**src/rtl/assert_macros.svh**
```systemverilog
// assertion macros for the rtl of the priority queue, included by sorted_priority_queue
// expects a clock named clk and an active-low reset named rst_n in scope
`ifndef ASSERT_MACROS_SVH
`define ASSERT_MACROS_SVH

// checked property, switched off while reset is held
`define SPQ_ASSERT(label, prop, msg) \
  label: assert property (@(posedge clk) disable iff (!rst_n) (prop)) else $error(msg);

// checked property that also holds during reset
`define SPQ_ASSERT_ALWAYS(label, prop, msg) \
  label: assert property (@(posedge clk) (prop)) else $error(msg);

`endif

```
**src/rtl/spq_pkg.sv**
```systemverilog
// types, sizes and codes for the sorted priority queue
// no dependencies; imported by spq_cell, sorted_priority_queue and tb_top
package spq_pkg;

  localparam int QUEUE_DEPTH  = 16;
  localparam int KEY_BITS     = 16;
  localparam int PAYLOAD_BITS = 32;
  localparam int COUNT_BITS   = $clog2(QUEUE_DEPTH + 1);

  // operation codes carried by func
  typedef enum logic {
    FUNC_INSERT = 1'b0,
    FUNC_REMOVE = 1'b1
  } func_t;

  // result status codes
  typedef enum logic [1:0] {
    STAT_OK    = 2'd0,
    STAT_FULL  = 2'd1,
    STAT_EMPTY = 2'd2
  } status_t;

  // order_mode values
  localparam logic ORDER_LARGE_FIRST = 1'b0;
  localparam logic ORDER_SMALL_FIRST = 1'b1;

  // one stored entry
  typedef struct packed {
    logic [KEY_BITS-1:0]     key;
    logic [PAYLOAD_BITS-1:0] payload;
  } entry_t;

  // control seen by every cell in a cycle
  typedef struct packed {
    logic   shift_en;
    func_t  func;
    logic   order_mode;
    entry_t fresh;
  } cell_cmd_t;

  // per-cell position information derived from the count
  typedef struct packed {
    logic occupied;
    logic at_end;
  } cell_pos_t;

endpackage

```
**src/rtl/sorted_priority_queue.sv**
```systemverilog
// Sorted priority queue of up to QUEUE_DEPTH (key, payload) entries, held as a row of
// compare-and-shift cells with the head in cell 0. Each transaction inserts an entry or
// removes the head; its result (head, emptiness, count, status) is registered and presented in the cycle
// after acceptance and held until taken. One transaction is accepted per cycle whenever
// the result register is free or being emptied in the same cycle; the cycle time is set
// by the insertion-point chain that runs through all cells. Among equal keys the newest
// entry comes first. order_mode 0 serves larger keys first, 1 smaller keys first; write
// it only while the queue is idle. There is no clearing pass after reset.
// depends on spq_pkg, spq_cell and assert_macros.svh
`include "assert_macros.svh"

module sorted_priority_queue
  import spq_pkg::*;
(
  input  logic                    clk,
  input  logic                    rst_n,
  // configuration write channel
  input  logic                    cfg_valid,
  output logic                    cfg_ready,
  input  logic                    cfg_order_mode,
  // input transactions
  input  logic                    in_valid,
  output logic                    in_stall,
  input  logic                    in_func,
  input  logic [KEY_BITS-1:0]     in_entry_key,
  input  logic [PAYLOAD_BITS-1:0] in_entry_payload,
  // result transactions
  output logic                    out_valid,
  input  logic                    out_stall,
  output logic [KEY_BITS-1:0]     out_head_key,
  output logic [PAYLOAD_BITS-1:0] out_head_payload,
  output logic                    out_is_empty,
  output logic [COUNT_BITS-1:0]   out_entry_count,
  output logic [1:0]              out_status
);

  logic                  order_mode_r;
  logic [COUNT_BITS-1:0] count_r;
  logic [COUNT_BITS-1:0] count_nxt;
  status_t               status_r;
  status_t               status_nxt;
  logic                  out_valid_r;
  logic                  out_valid_nxt;
  logic                  in_accept;
  logic                  is_full;
  logic                  is_empty;
  logic                  op_done;
  cell_cmd_t             cmd;
  entry_t                cell_entry [QUEUE_DEPTH];
  logic                  found      [QUEUE_DEPTH+1];

  // handshakes
  assign cfg_ready = 1'b1;
  assign in_stall  = out_valid_r & out_stall;
  assign in_accept = in_valid & ~in_stall;

  assign is_full  = (count_r == COUNT_BITS'(QUEUE_DEPTH));
  assign is_empty = (count_r == '0);

  // operation goes ahead unless it is an insert when full or a remove when empty
  always_comb begin
    op_done    = 1'b0;
    status_nxt = STAT_OK;
    count_nxt  = count_r;
    if (in_func == FUNC_REMOVE) begin
      if (is_empty) begin
        status_nxt = STAT_EMPTY;
      end else begin
        op_done   = 1'b1;
        count_nxt = count_r - COUNT_BITS'(1);
      end
    end else begin
      if (is_full) begin
        status_nxt = STAT_FULL;
      end else begin
        op_done   = 1'b1;
        count_nxt = count_r + COUNT_BITS'(1);
      end
    end
  end

  // command broadcast to the cell row
  always_comb begin
    cmd.shift_en      = in_accept & op_done;
    cmd.func          = func_t'(in_func);
    cmd.order_mode    = order_mode_r;
    cmd.fresh.key     = in_entry_key;
    cmd.fresh.payload = in_entry_payload;
  end

  assign found[0] = 1'b0;

  // cell row, entries pass to the neighbour on each shift
  for (genvar i = 0; i < QUEUE_DEPTH; i++) begin : g_cell
    cell_pos_t pos;
    entry_t    left_entry;
    entry_t    right_entry;

    assign pos.occupied = (count_r > COUNT_BITS'(i));
    assign pos.at_end   = (count_r == COUNT_BITS'(i));

    if (i == 0) begin : g_first
      assign left_entry = cmd.fresh;
    end else begin : g_inner_left
      assign left_entry = cell_entry[i-1];
    end

    if (i == QUEUE_DEPTH - 1) begin : g_last
      assign right_entry = cell_entry[i];
    end else begin : g_inner_right
      assign right_entry = cell_entry[i+1];
    end

    spq_cell u_cell (
      .clk         (clk),
      .cmd         (cmd),
      .pos         (pos),
      .left_entry  (left_entry),
      .right_entry (right_entry),
      .found_in    (found[i]),
      .found_out   (found[i+1]),
      .entry       (cell_entry[i])
    );
  end

  // result valid flag
  always_comb begin
    out_valid_nxt = out_valid_r;
    if (in_accept) begin
      out_valid_nxt = 1'b1;
    end else if (!out_stall) begin
      out_valid_nxt = 1'b0;
    end
  end

  // control registers
  always_ff @(posedge clk) begin
    if (!rst_n) begin
      order_mode_r <= ORDER_LARGE_FIRST;
      count_r      <= '0;
      status_r     <= STAT_OK;
      out_valid_r  <= 1'b0;
    end else begin
      if (cfg_valid && cfg_ready) begin
        order_mode_r <= cfg_order_mode;
      end
      if (in_accept) begin
        count_r  <= count_nxt;
        status_r <= status_nxt;
      end
      out_valid_r <= out_valid_nxt;
    end
  end

  // head fields from cell 0, the rest from the control registers; queue state only moves on acceptance
  assign out_valid        = out_valid_r;
  assign out_is_empty     = is_empty;
  assign out_entry_count  = count_r;
  assign out_status       = status_r;
  assign out_head_key     = is_empty ? '0 : cell_entry[0].key;
  assign out_head_payload = is_empty ? '0 : cell_entry[0].payload;

  // checks
  `SPQ_ASSERT(a_count_bound, count_r <= COUNT_BITS'(QUEUE_DEPTH), "count beyond depth")
  `SPQ_ASSERT(a_full_drop, (in_accept && in_func == FUNC_INSERT && is_full) |=> (status_r == STAT_FULL && count_r == COUNT_BITS'(QUEUE_DEPTH)), "insert into full queue not dropped")
  `SPQ_ASSERT(a_remove_count, (in_accept && in_func == FUNC_REMOVE && !is_empty) |=> (count_r == COUNT_BITS'($past(count_r) - COUNT_BITS'(1))), "remove did not decrement count")
  `SPQ_ASSERT_ALWAYS(a_no_overwrite, (out_valid_r && out_stall) |-> !in_accept, "accepted while result is stalled")

endmodule

```
**src/rtl/spq_cell.sv**
```systemverilog
// one slot of the sorted queue: compares the new key and shifts with its neighbours
// depends on spq_pkg
module spq_cell
  import spq_pkg::*;
(
  input  logic      clk,
  input  cell_cmd_t cmd,
  input  cell_pos_t pos,
  input  entry_t    left_entry,
  input  entry_t    right_entry,
  input  logic      found_in,
  output logic      found_out,
  output entry_t    entry
);

  entry_t entry_r;
  entry_t entry_nxt;
  logic   ahead;
  logic   hit;

  // new key goes in front of this slot when its priority is not lower
  always_comb begin
    if (cmd.order_mode == ORDER_SMALL_FIRST) begin
      ahead = (cmd.fresh.key <= entry_r.key);
    end else begin
      ahead = (cmd.fresh.key >= entry_r.key);
    end
  end

  // the first free slot always takes the entry if nothing earlier did
  assign hit       = pos.at_end | (pos.occupied & ahead);
  assign found_out = found_in | hit;

  // next contents: shift up on remove, shift down behind the insertion point
  always_comb begin
    entry_nxt = entry_r;
    if (cmd.shift_en) begin
      if (cmd.func == FUNC_REMOVE) begin
        entry_nxt = right_entry;
      end else if (found_in) begin
        entry_nxt = left_entry;
      end else if (hit) begin
        entry_nxt = cmd.fresh;
      end
    end
  end

  // slot storage, contents undefined until written
  always_ff @(posedge clk) begin
    entry_r <= entry_nxt;
  end

  assign entry = entry_r;

endmodule

```
**config.mk**
```make
export PLATFORM = sky130hd
export DESIGN_NAME = sorted_priority_queue
export DESIGN_NICKNAME = d
export VERILOG_FILES = /design/src/rtl/spq_pkg.sv /design/src/rtl/sorted_priority_queue.sv /design/src/rtl/spq_cell.sv
export VERILOG_INCLUDE_DIRS = /design/src /design/src/rtl
export SDC_FILE = /design/constraint.sdc
export NUM_CORES = 2
export LEC_CHECK = 0
export ABC_AREA = 1
export BUFFER_PORTS_ARGS = -buffer_cell sky130_fd_sc_hd__buf_2
export CAP_MARGIN = 20
export CORE_UTILIZATION = 27
export CTS_CLUSTER_SIZE = 16
export DETAILED_ROUTE_END_ITERATION = 10
export PLACE_DENSITY_LB_ADDON = 0.08
export SYNTH_ARGS = -nofsm -noshare
export SYNTH_HDL_FRONTEND = slang
export SYNTH_SLANG_ARGS = --single-unit
```
**constraint.sdc**
```tcl
create_clock -name clk -period 6.55 [get_ports clk]
set_clock_uncertainty 0.15 [all_clocks]
set_input_delay 0.655 -clock clk [delete_from_list [all_inputs] [get_ports clk]]
set_output_delay 0.655 -clock clk [all_outputs]
set_load 0.01 [all_outputs]
```
### After elaboration in Yosys (flattened, before gate mapping)

Cells that the tools add are included.

| storage, ports and cells | value |
|---|---|
| register bits after elaboration | 777 |
| output and inout bits | 59 |
| bits of input ports | 55 |

| operators by class | value |
|---|---|
| add/subtract/negate cells | 2 |
| bitwise gates (word level) | 51 |
| mux-type cells | 75 |
| reduce and logical (&&, ||, !) cells | 34 |
| order comparisons | 48 |
| equality and inequality tests | 19 |

Operator list:

| cell | count |
|---|---|
| two-way mux 48 bit | 46 |
| >= comparator 16 bit | 16 |
| <= comparator 16 bit | 16 |
| nonzero test 3 bit | 14 |
| equality test 5 x 4 -> 1 bit, second input constant | 8 |
| > comparator 5 x 4 -> 1 bit, second input constant | 8 |
| two-way mux 32 bit | 1 |
| bitwise OR 1 bit | 30 |
| AND reduction 2 bit | 15 |
| two-way mux 1 bit | 22 |
| equality test 5 x 3 -> 1 bit, second input constant | 4 |
| > comparator 5 x 3 -> 1 bit, second input constant | 4 |
| AND 1 bit | 19 |
| two-way mux 16 bit | 1 |
| two-way mux 5 bit | 3 |
| equality test 5 x 2 -> 1 bit, second input constant | 2 |
| > comparator 5 x 1 -> 1 bit, second input constant | 2 |
| > comparator 5 x 2 -> 1 bit, second input constant | 2 |
| AND reduction 3 bit | 2 |
| adder 5 x 1 -> 5 bit, second input constant | 1 |
| equality test 5 x 1 -> 1 bit, second input constant | 1 |
| equality test 5 bit, second input constant | 1 |
| logical NOT 5 bit | 1 |
| subtractor 5 x 1 -> 5 bit, second input constant | 1 |
| other kinds (5) | 9 |

### Longest topological paths before layout

| logic depth | value |
|---|---|
| depth after elaboration | 20 |
| gate-level depth with buffers | 26 |

### By module

From an unflattened synthesis, not the netlist that was laid out.

| unflattened totals | value |
|---|---|
| cell total of the unflattened synthesis | 5927 |
| area, all modules | 48133.7 um^2 |

By module, submodules not included:

| module | instances | area each (um^2) | sequential area each (um^2) | cells each |
|---|---|---|---|---|
| spq_cell | 16 | 2924.1 | 1441.4 | 355 |
| sorted_priority_queue | 1 | 1348.8 | 180.2 | 247 |

### Least setup slack after synthesis

OpenSTA, ideal clock, no wires.

| timing path | value |
|---|---|
| path kind | in2reg |
| start | input in_entry_key[0] |
| end | register g_cell[13].u_cell.entry_r, in the netlist g_cell[13].u_cell.entry[0] (enable) |
| path slack | 849 ps |
| arrival time | 5081 ps |
| stages | 24 |
| cell sequence | inv_1 ha_1 inv_1 nand2_1 nand2_1 nand2_1 nand2_1 nand2_1 nand2_1 nand2_1 nand3_1 nand2_1 nor2_4 nand3_4 nor2_4 nand4_4 nor2_4 nand4_4 nor2_4 nand4_1 buf_2 inv_2 buf_2 a21oi_1 |

| on the way | value |
|---|---|
| longest elaborated chain between the ends | 18 |
| elaborated cells on any way between the ends | 84 |

Ends and longest elaborated chain:

| item | RTL line | source |
|---|---|---|
| start, declared | sorted_priority_queue.sv:25 | `input logic [KEY_BITS-1:0] in_entry_key,` |
| >= comparator 16 bit or <= comparator 16 bit (tied branches) | spq_cell.sv:26, spq_cell.sv:24 |  |
| two-way mux 1 bit | spq_cell.sv:23 | `if (cmd.order_mode == ORDER_SMALL_FIRST) begin` |
| AND 1 bit | spq_cell.sv:31 | `assign hit = pos.at_end \| (pos.occupied & ahead);` |
| bitwise OR 1 bit | spq_cell.sv:31 |  |
| bitwise OR 1 bit (12 in a row) | spq_cell.sv:32 | `assign found_out = found_in \| hit;` |
| nonzero test 3 bit (no source line) (*) | -- |  |
| AND reduction 2 bit (no source line) (*) | -- |  |
| end signal, assigned | spq_cell.sv:50 | `entry_r <= entry_nxt;` |
| end, declared | spq_cell.sv:16 | `entry_t entry_r;` |

Mark *: on every way between the ends. The rest lies on a longest branch, timed or not.
A chain may end at the register's enable or synchronous reset.

### Worst setup path in the final report

| timing path | value |
|---|---|
| start | input in_entry_key[12] |
| end | register g_cell[9].u_cell.entry_r, in the netlist g_cell[9].u_cell.entry[33] (enable) |

| on the way | value |
|---|---|
| longest elaborated chain between the ends | 14 |
| elaborated cells on any way between the ends | 60 |

Ends and longest elaborated chain:

| item | RTL line |
|---|---|
| >= comparator 16 bit or <= comparator 16 bit (tied branches) | spq_cell.sv:26, spq_cell.sv:24 |
| two-way mux 1 bit | spq_cell.sv:23 |
| AND 1 bit | spq_cell.sv:31 |
| bitwise OR 1 bit | spq_cell.sv:31 |
| bitwise OR 1 bit (8 in a row) | spq_cell.sv:32 |
| nonzero test 3 bit (no source line) (*) | -- |
| AND reduction 2 bit (no source line) (*) | -- |
| end signal, assigned | spq_cell.sv:50 |
| end, declared | spq_cell.sv:16 |

Marks and branches as above.

==> run metrics <==
run status finished clean; Synth cell types 43; Final Non-Filler Cells about 7000; first drt pass iteration count 6; Pwr per Cell Area 322 nW/um^2; peak fanout along the critical path 59; CP Capture Type flip-flop; Die Wd 409 um; Max VDD drop 0.000248 V; DR vias/cell between 5 and 6; Hold Slack 68.0 ps; vias in the first global route 37900; Mean Syn Cell Area 9.29 sq um; P_int 10.8 mW; Synth Cell Area 44800 sq um; max-capacitance violation count 0; Setup crit start kind primary input; Comb power frac a little under a quarter; Post-DP HPWL between 100000 and 150000 um; CTS tree built; Final Net Count 5090; Gate Count Post-Synth 4818; Post-synth EDFFs 768; CTS Sinks approximately 800; Final TNS setup 0 ps; Area after DPL 47700 sq um; final hold viol count 0; RD Place Congestion 0.831; via count approximately 38000; # DRC 0; share of cells above drive strength 1 7.84%; largest net degree at the start of global routing a little over 200; Reg2Reg Setup Slack 1390 ps; input/output buffers 112; Synth Flop Type edfxtp_1; Layout Area Growth over Synthesis 13.7%; Hold Crit Class in2reg; DRT iter0 DRCs 3199; P_sw 5.62 mW; Final Core Density ~31%; critical path required time 6770 ps; hold buffers post-CTS 1; post-synthesis sequential area ratio about half; Final setup viols 0; Avg WL per Cell 26.4 um; total die area between 150000 and 200000 sq um; max_slew headroom a little over a fifth; Placed Cells 6862; Worst-Margin Slew 1180 ps; GRT Overall Usage ~22%; Die H 409 um; Slew Limit Fails 0; TritonCTS Buffers 98; Top Ports approximately 110; Clk pwr share 34.0%; Yosys Warn Count 0; Pleak 19.8 nW; first-pass GRT wire length 271000 um; design area 50900 sq um; crit path DAT 5550 ps; sequential share of power between 40% and 50%; Placement Rows 149; initial core utilization about 27%; Clock transition at path regs 60 ps; latest clock arrival within the worst-skew pair just over 700 ps; PostCTS Resize Cnt 0; FFs w/ async S/R, synth 0%; unrepaired setup endpoints after global routing no; root buf cell clkbuf_16; htree depth 3; kind of critical path in2reg; Clock Tree Buf Depth 3; Sw Share 34.2%; ANT nets after route 0; Yosys reg bits 777; CORE AREA 165000 sq um; Post-CTS Setup Repair Bufs 0; fmax 188 MHz; Final period util between 80% and 90%; grt total ovfl 0; Detailed Route WL 186000 um; post-layout min period 5330 ps; syn_nets just over 5000; initial antenna violation count 13
==> layer usage <==
| metal | track usage, % | part of all wire [%] | vias to the layer above |
|---|---|---|---|
| met3 | 2.12 | 3.7 | 185 |
| met4 | 4.92 | 2.1 | 0 |
| met2 | 36.6 | 48 | 968 |
| met5 | 0 | 0 | - |
| li1 | - | - | 17300 |
| met1 | 30.2 | 46 | 19100 |
==> state kept, by name, summed over array words and instances (netlist names) <==
signal               count
out_status               2
g_cell.u_cell.entry    768
out_valid                1
order_mode_r             1
out_entry_count          5
==> cell families after synthesis <==
group,count (synthesis),synth area share (%)
flip-flops,777,51.9
AO/OA/AOI/OAI,1065,15.5
buffers and inverters,862,7.38
XOR/XNOR,4,0.0783
adder cells (fa/ha/maj),261,7.30
AND/OR/NAND/NOR,1848,17.9
other,1,0.00838
==> synthesized netlist by cell type, types with 5 or more instances <==
| cell type | count | share of area [%] |
|---|---|---|
| dfxtp_1 | 9 | 0.40 |
| o211ai_1 | 380 | 6.4 |
| inv_2 | 7 | 0.059 |
| nor2_1 | 167 | 1.4 |
| a21oi_1 | 158 | 1.8 |
| clkinv_1 | 19 | 0.16 |
| nor3_1 | 17 | 0.19 |
| a211oi_1 | 6 | 0.10 |
| nand4_1 | 31 | 0.43 |
| clkbuf_1 | 268 | 2.2 |
| o221ai_1 | 144 | 2.8 |
| o21bai_1 | 5 | 0.084 |
| ha_1 | 261 | 7.3 |
| nand3_1 | 668 | 7.5 |
| a21o_1 | 5 | 0.084 |
| inv_1 | 484 | 4.1 |
| buf_2 | 14 | 0.16 |
| o21ai_1 | 13 | 0.15 |
| buf_1 | 59 | 0.49 |
| o21a_1 | 8 | 0.13 |
| nand2_1 | 949 | 8.0 |
| o21ai_0 | 338 | 3.8 |
| edfxtp_1 | 768 | 52 |
| buf_4 | 7 | 0.12 |
==> final timing paths <==
| path | startpoint | cells after the start | end |
|---|---|---|---|
| worst max-delay path | in_entry_key[12] | 17 | g_cell[9].u_cell.entry[33]$_DFFE_PP_ |
| worst min-delay path | cfg_valid | 3 | order_mode_r$_SDFFE_PN0P_ |
| worst max register to register | g_cell[4].u_cell.entry[47]$_DFFE_PP_ | 16 | g_cell[9].u_cell.entry[33]$_DFFE_PP_ |
| worst min register to register | out_valid$_SDFFE_PN0P_ | 2 | out_valid$_SDFFE_PN0P_ |
==> critical path, cell delays in order <==
cell and delay (ps):
buf_2 410, buf_4 350, ha_1 170, nand4_1 210
nor3_1 570, nand3_1 270, nand4_1 170, nand3_1 100
nand2_1 90, inv_2 70, nand4_4 160, nor2_4 80
nand4_4 90, buf_4 740, nor2_1 160, nor2_4 830
buf_4 390
==> layout by cell type, fill, tap and decap left out, drive strengths merged, types with 158 or more instances in the layout <==
cell	instances
nand3	669
inv	489
ha	261
edfxtp	768
a21oi	158
buf	207
nand2	949
nor2	172
o211ai	380
o21ai	351
==> power by group through the flow <==
stage	clock network (mW)	registers, mW	logic [mW]
4_1_cts	5.72	6.90	3.98
6_report	5.58	6.89	3.93
5_1_grt	5.88	6.97	4.35
3_3_place_gp	0	6.99	3.96
3_5_place_dp	0	6.99	3.96
2_1_floorplan	0	6.83	2.36
==> layout make-up <==
class,count,area [sq um]
Sequential cell,777,23200
Multi-Input combinational cell,3179,18300
Clock buffer,126,2600
Clock inverter,50,554
Fill cell,17500,114000
Tap cell,2189,2740
Inverter,510,1930
Antenna cell,2,5.00
Timing Repair Buffer,208,1490
==> metrics by stage <==
step | worst slack, ps | power, mW
floorplan | 849 | 9.19
CTS | 1260 | 16.6
global route | 1070 | 17.2
global placement | 485 | 11.0
finish | 1220 | 16.4
detailed placement | 511 | 10.9
(Power assumes the default switching activity.)
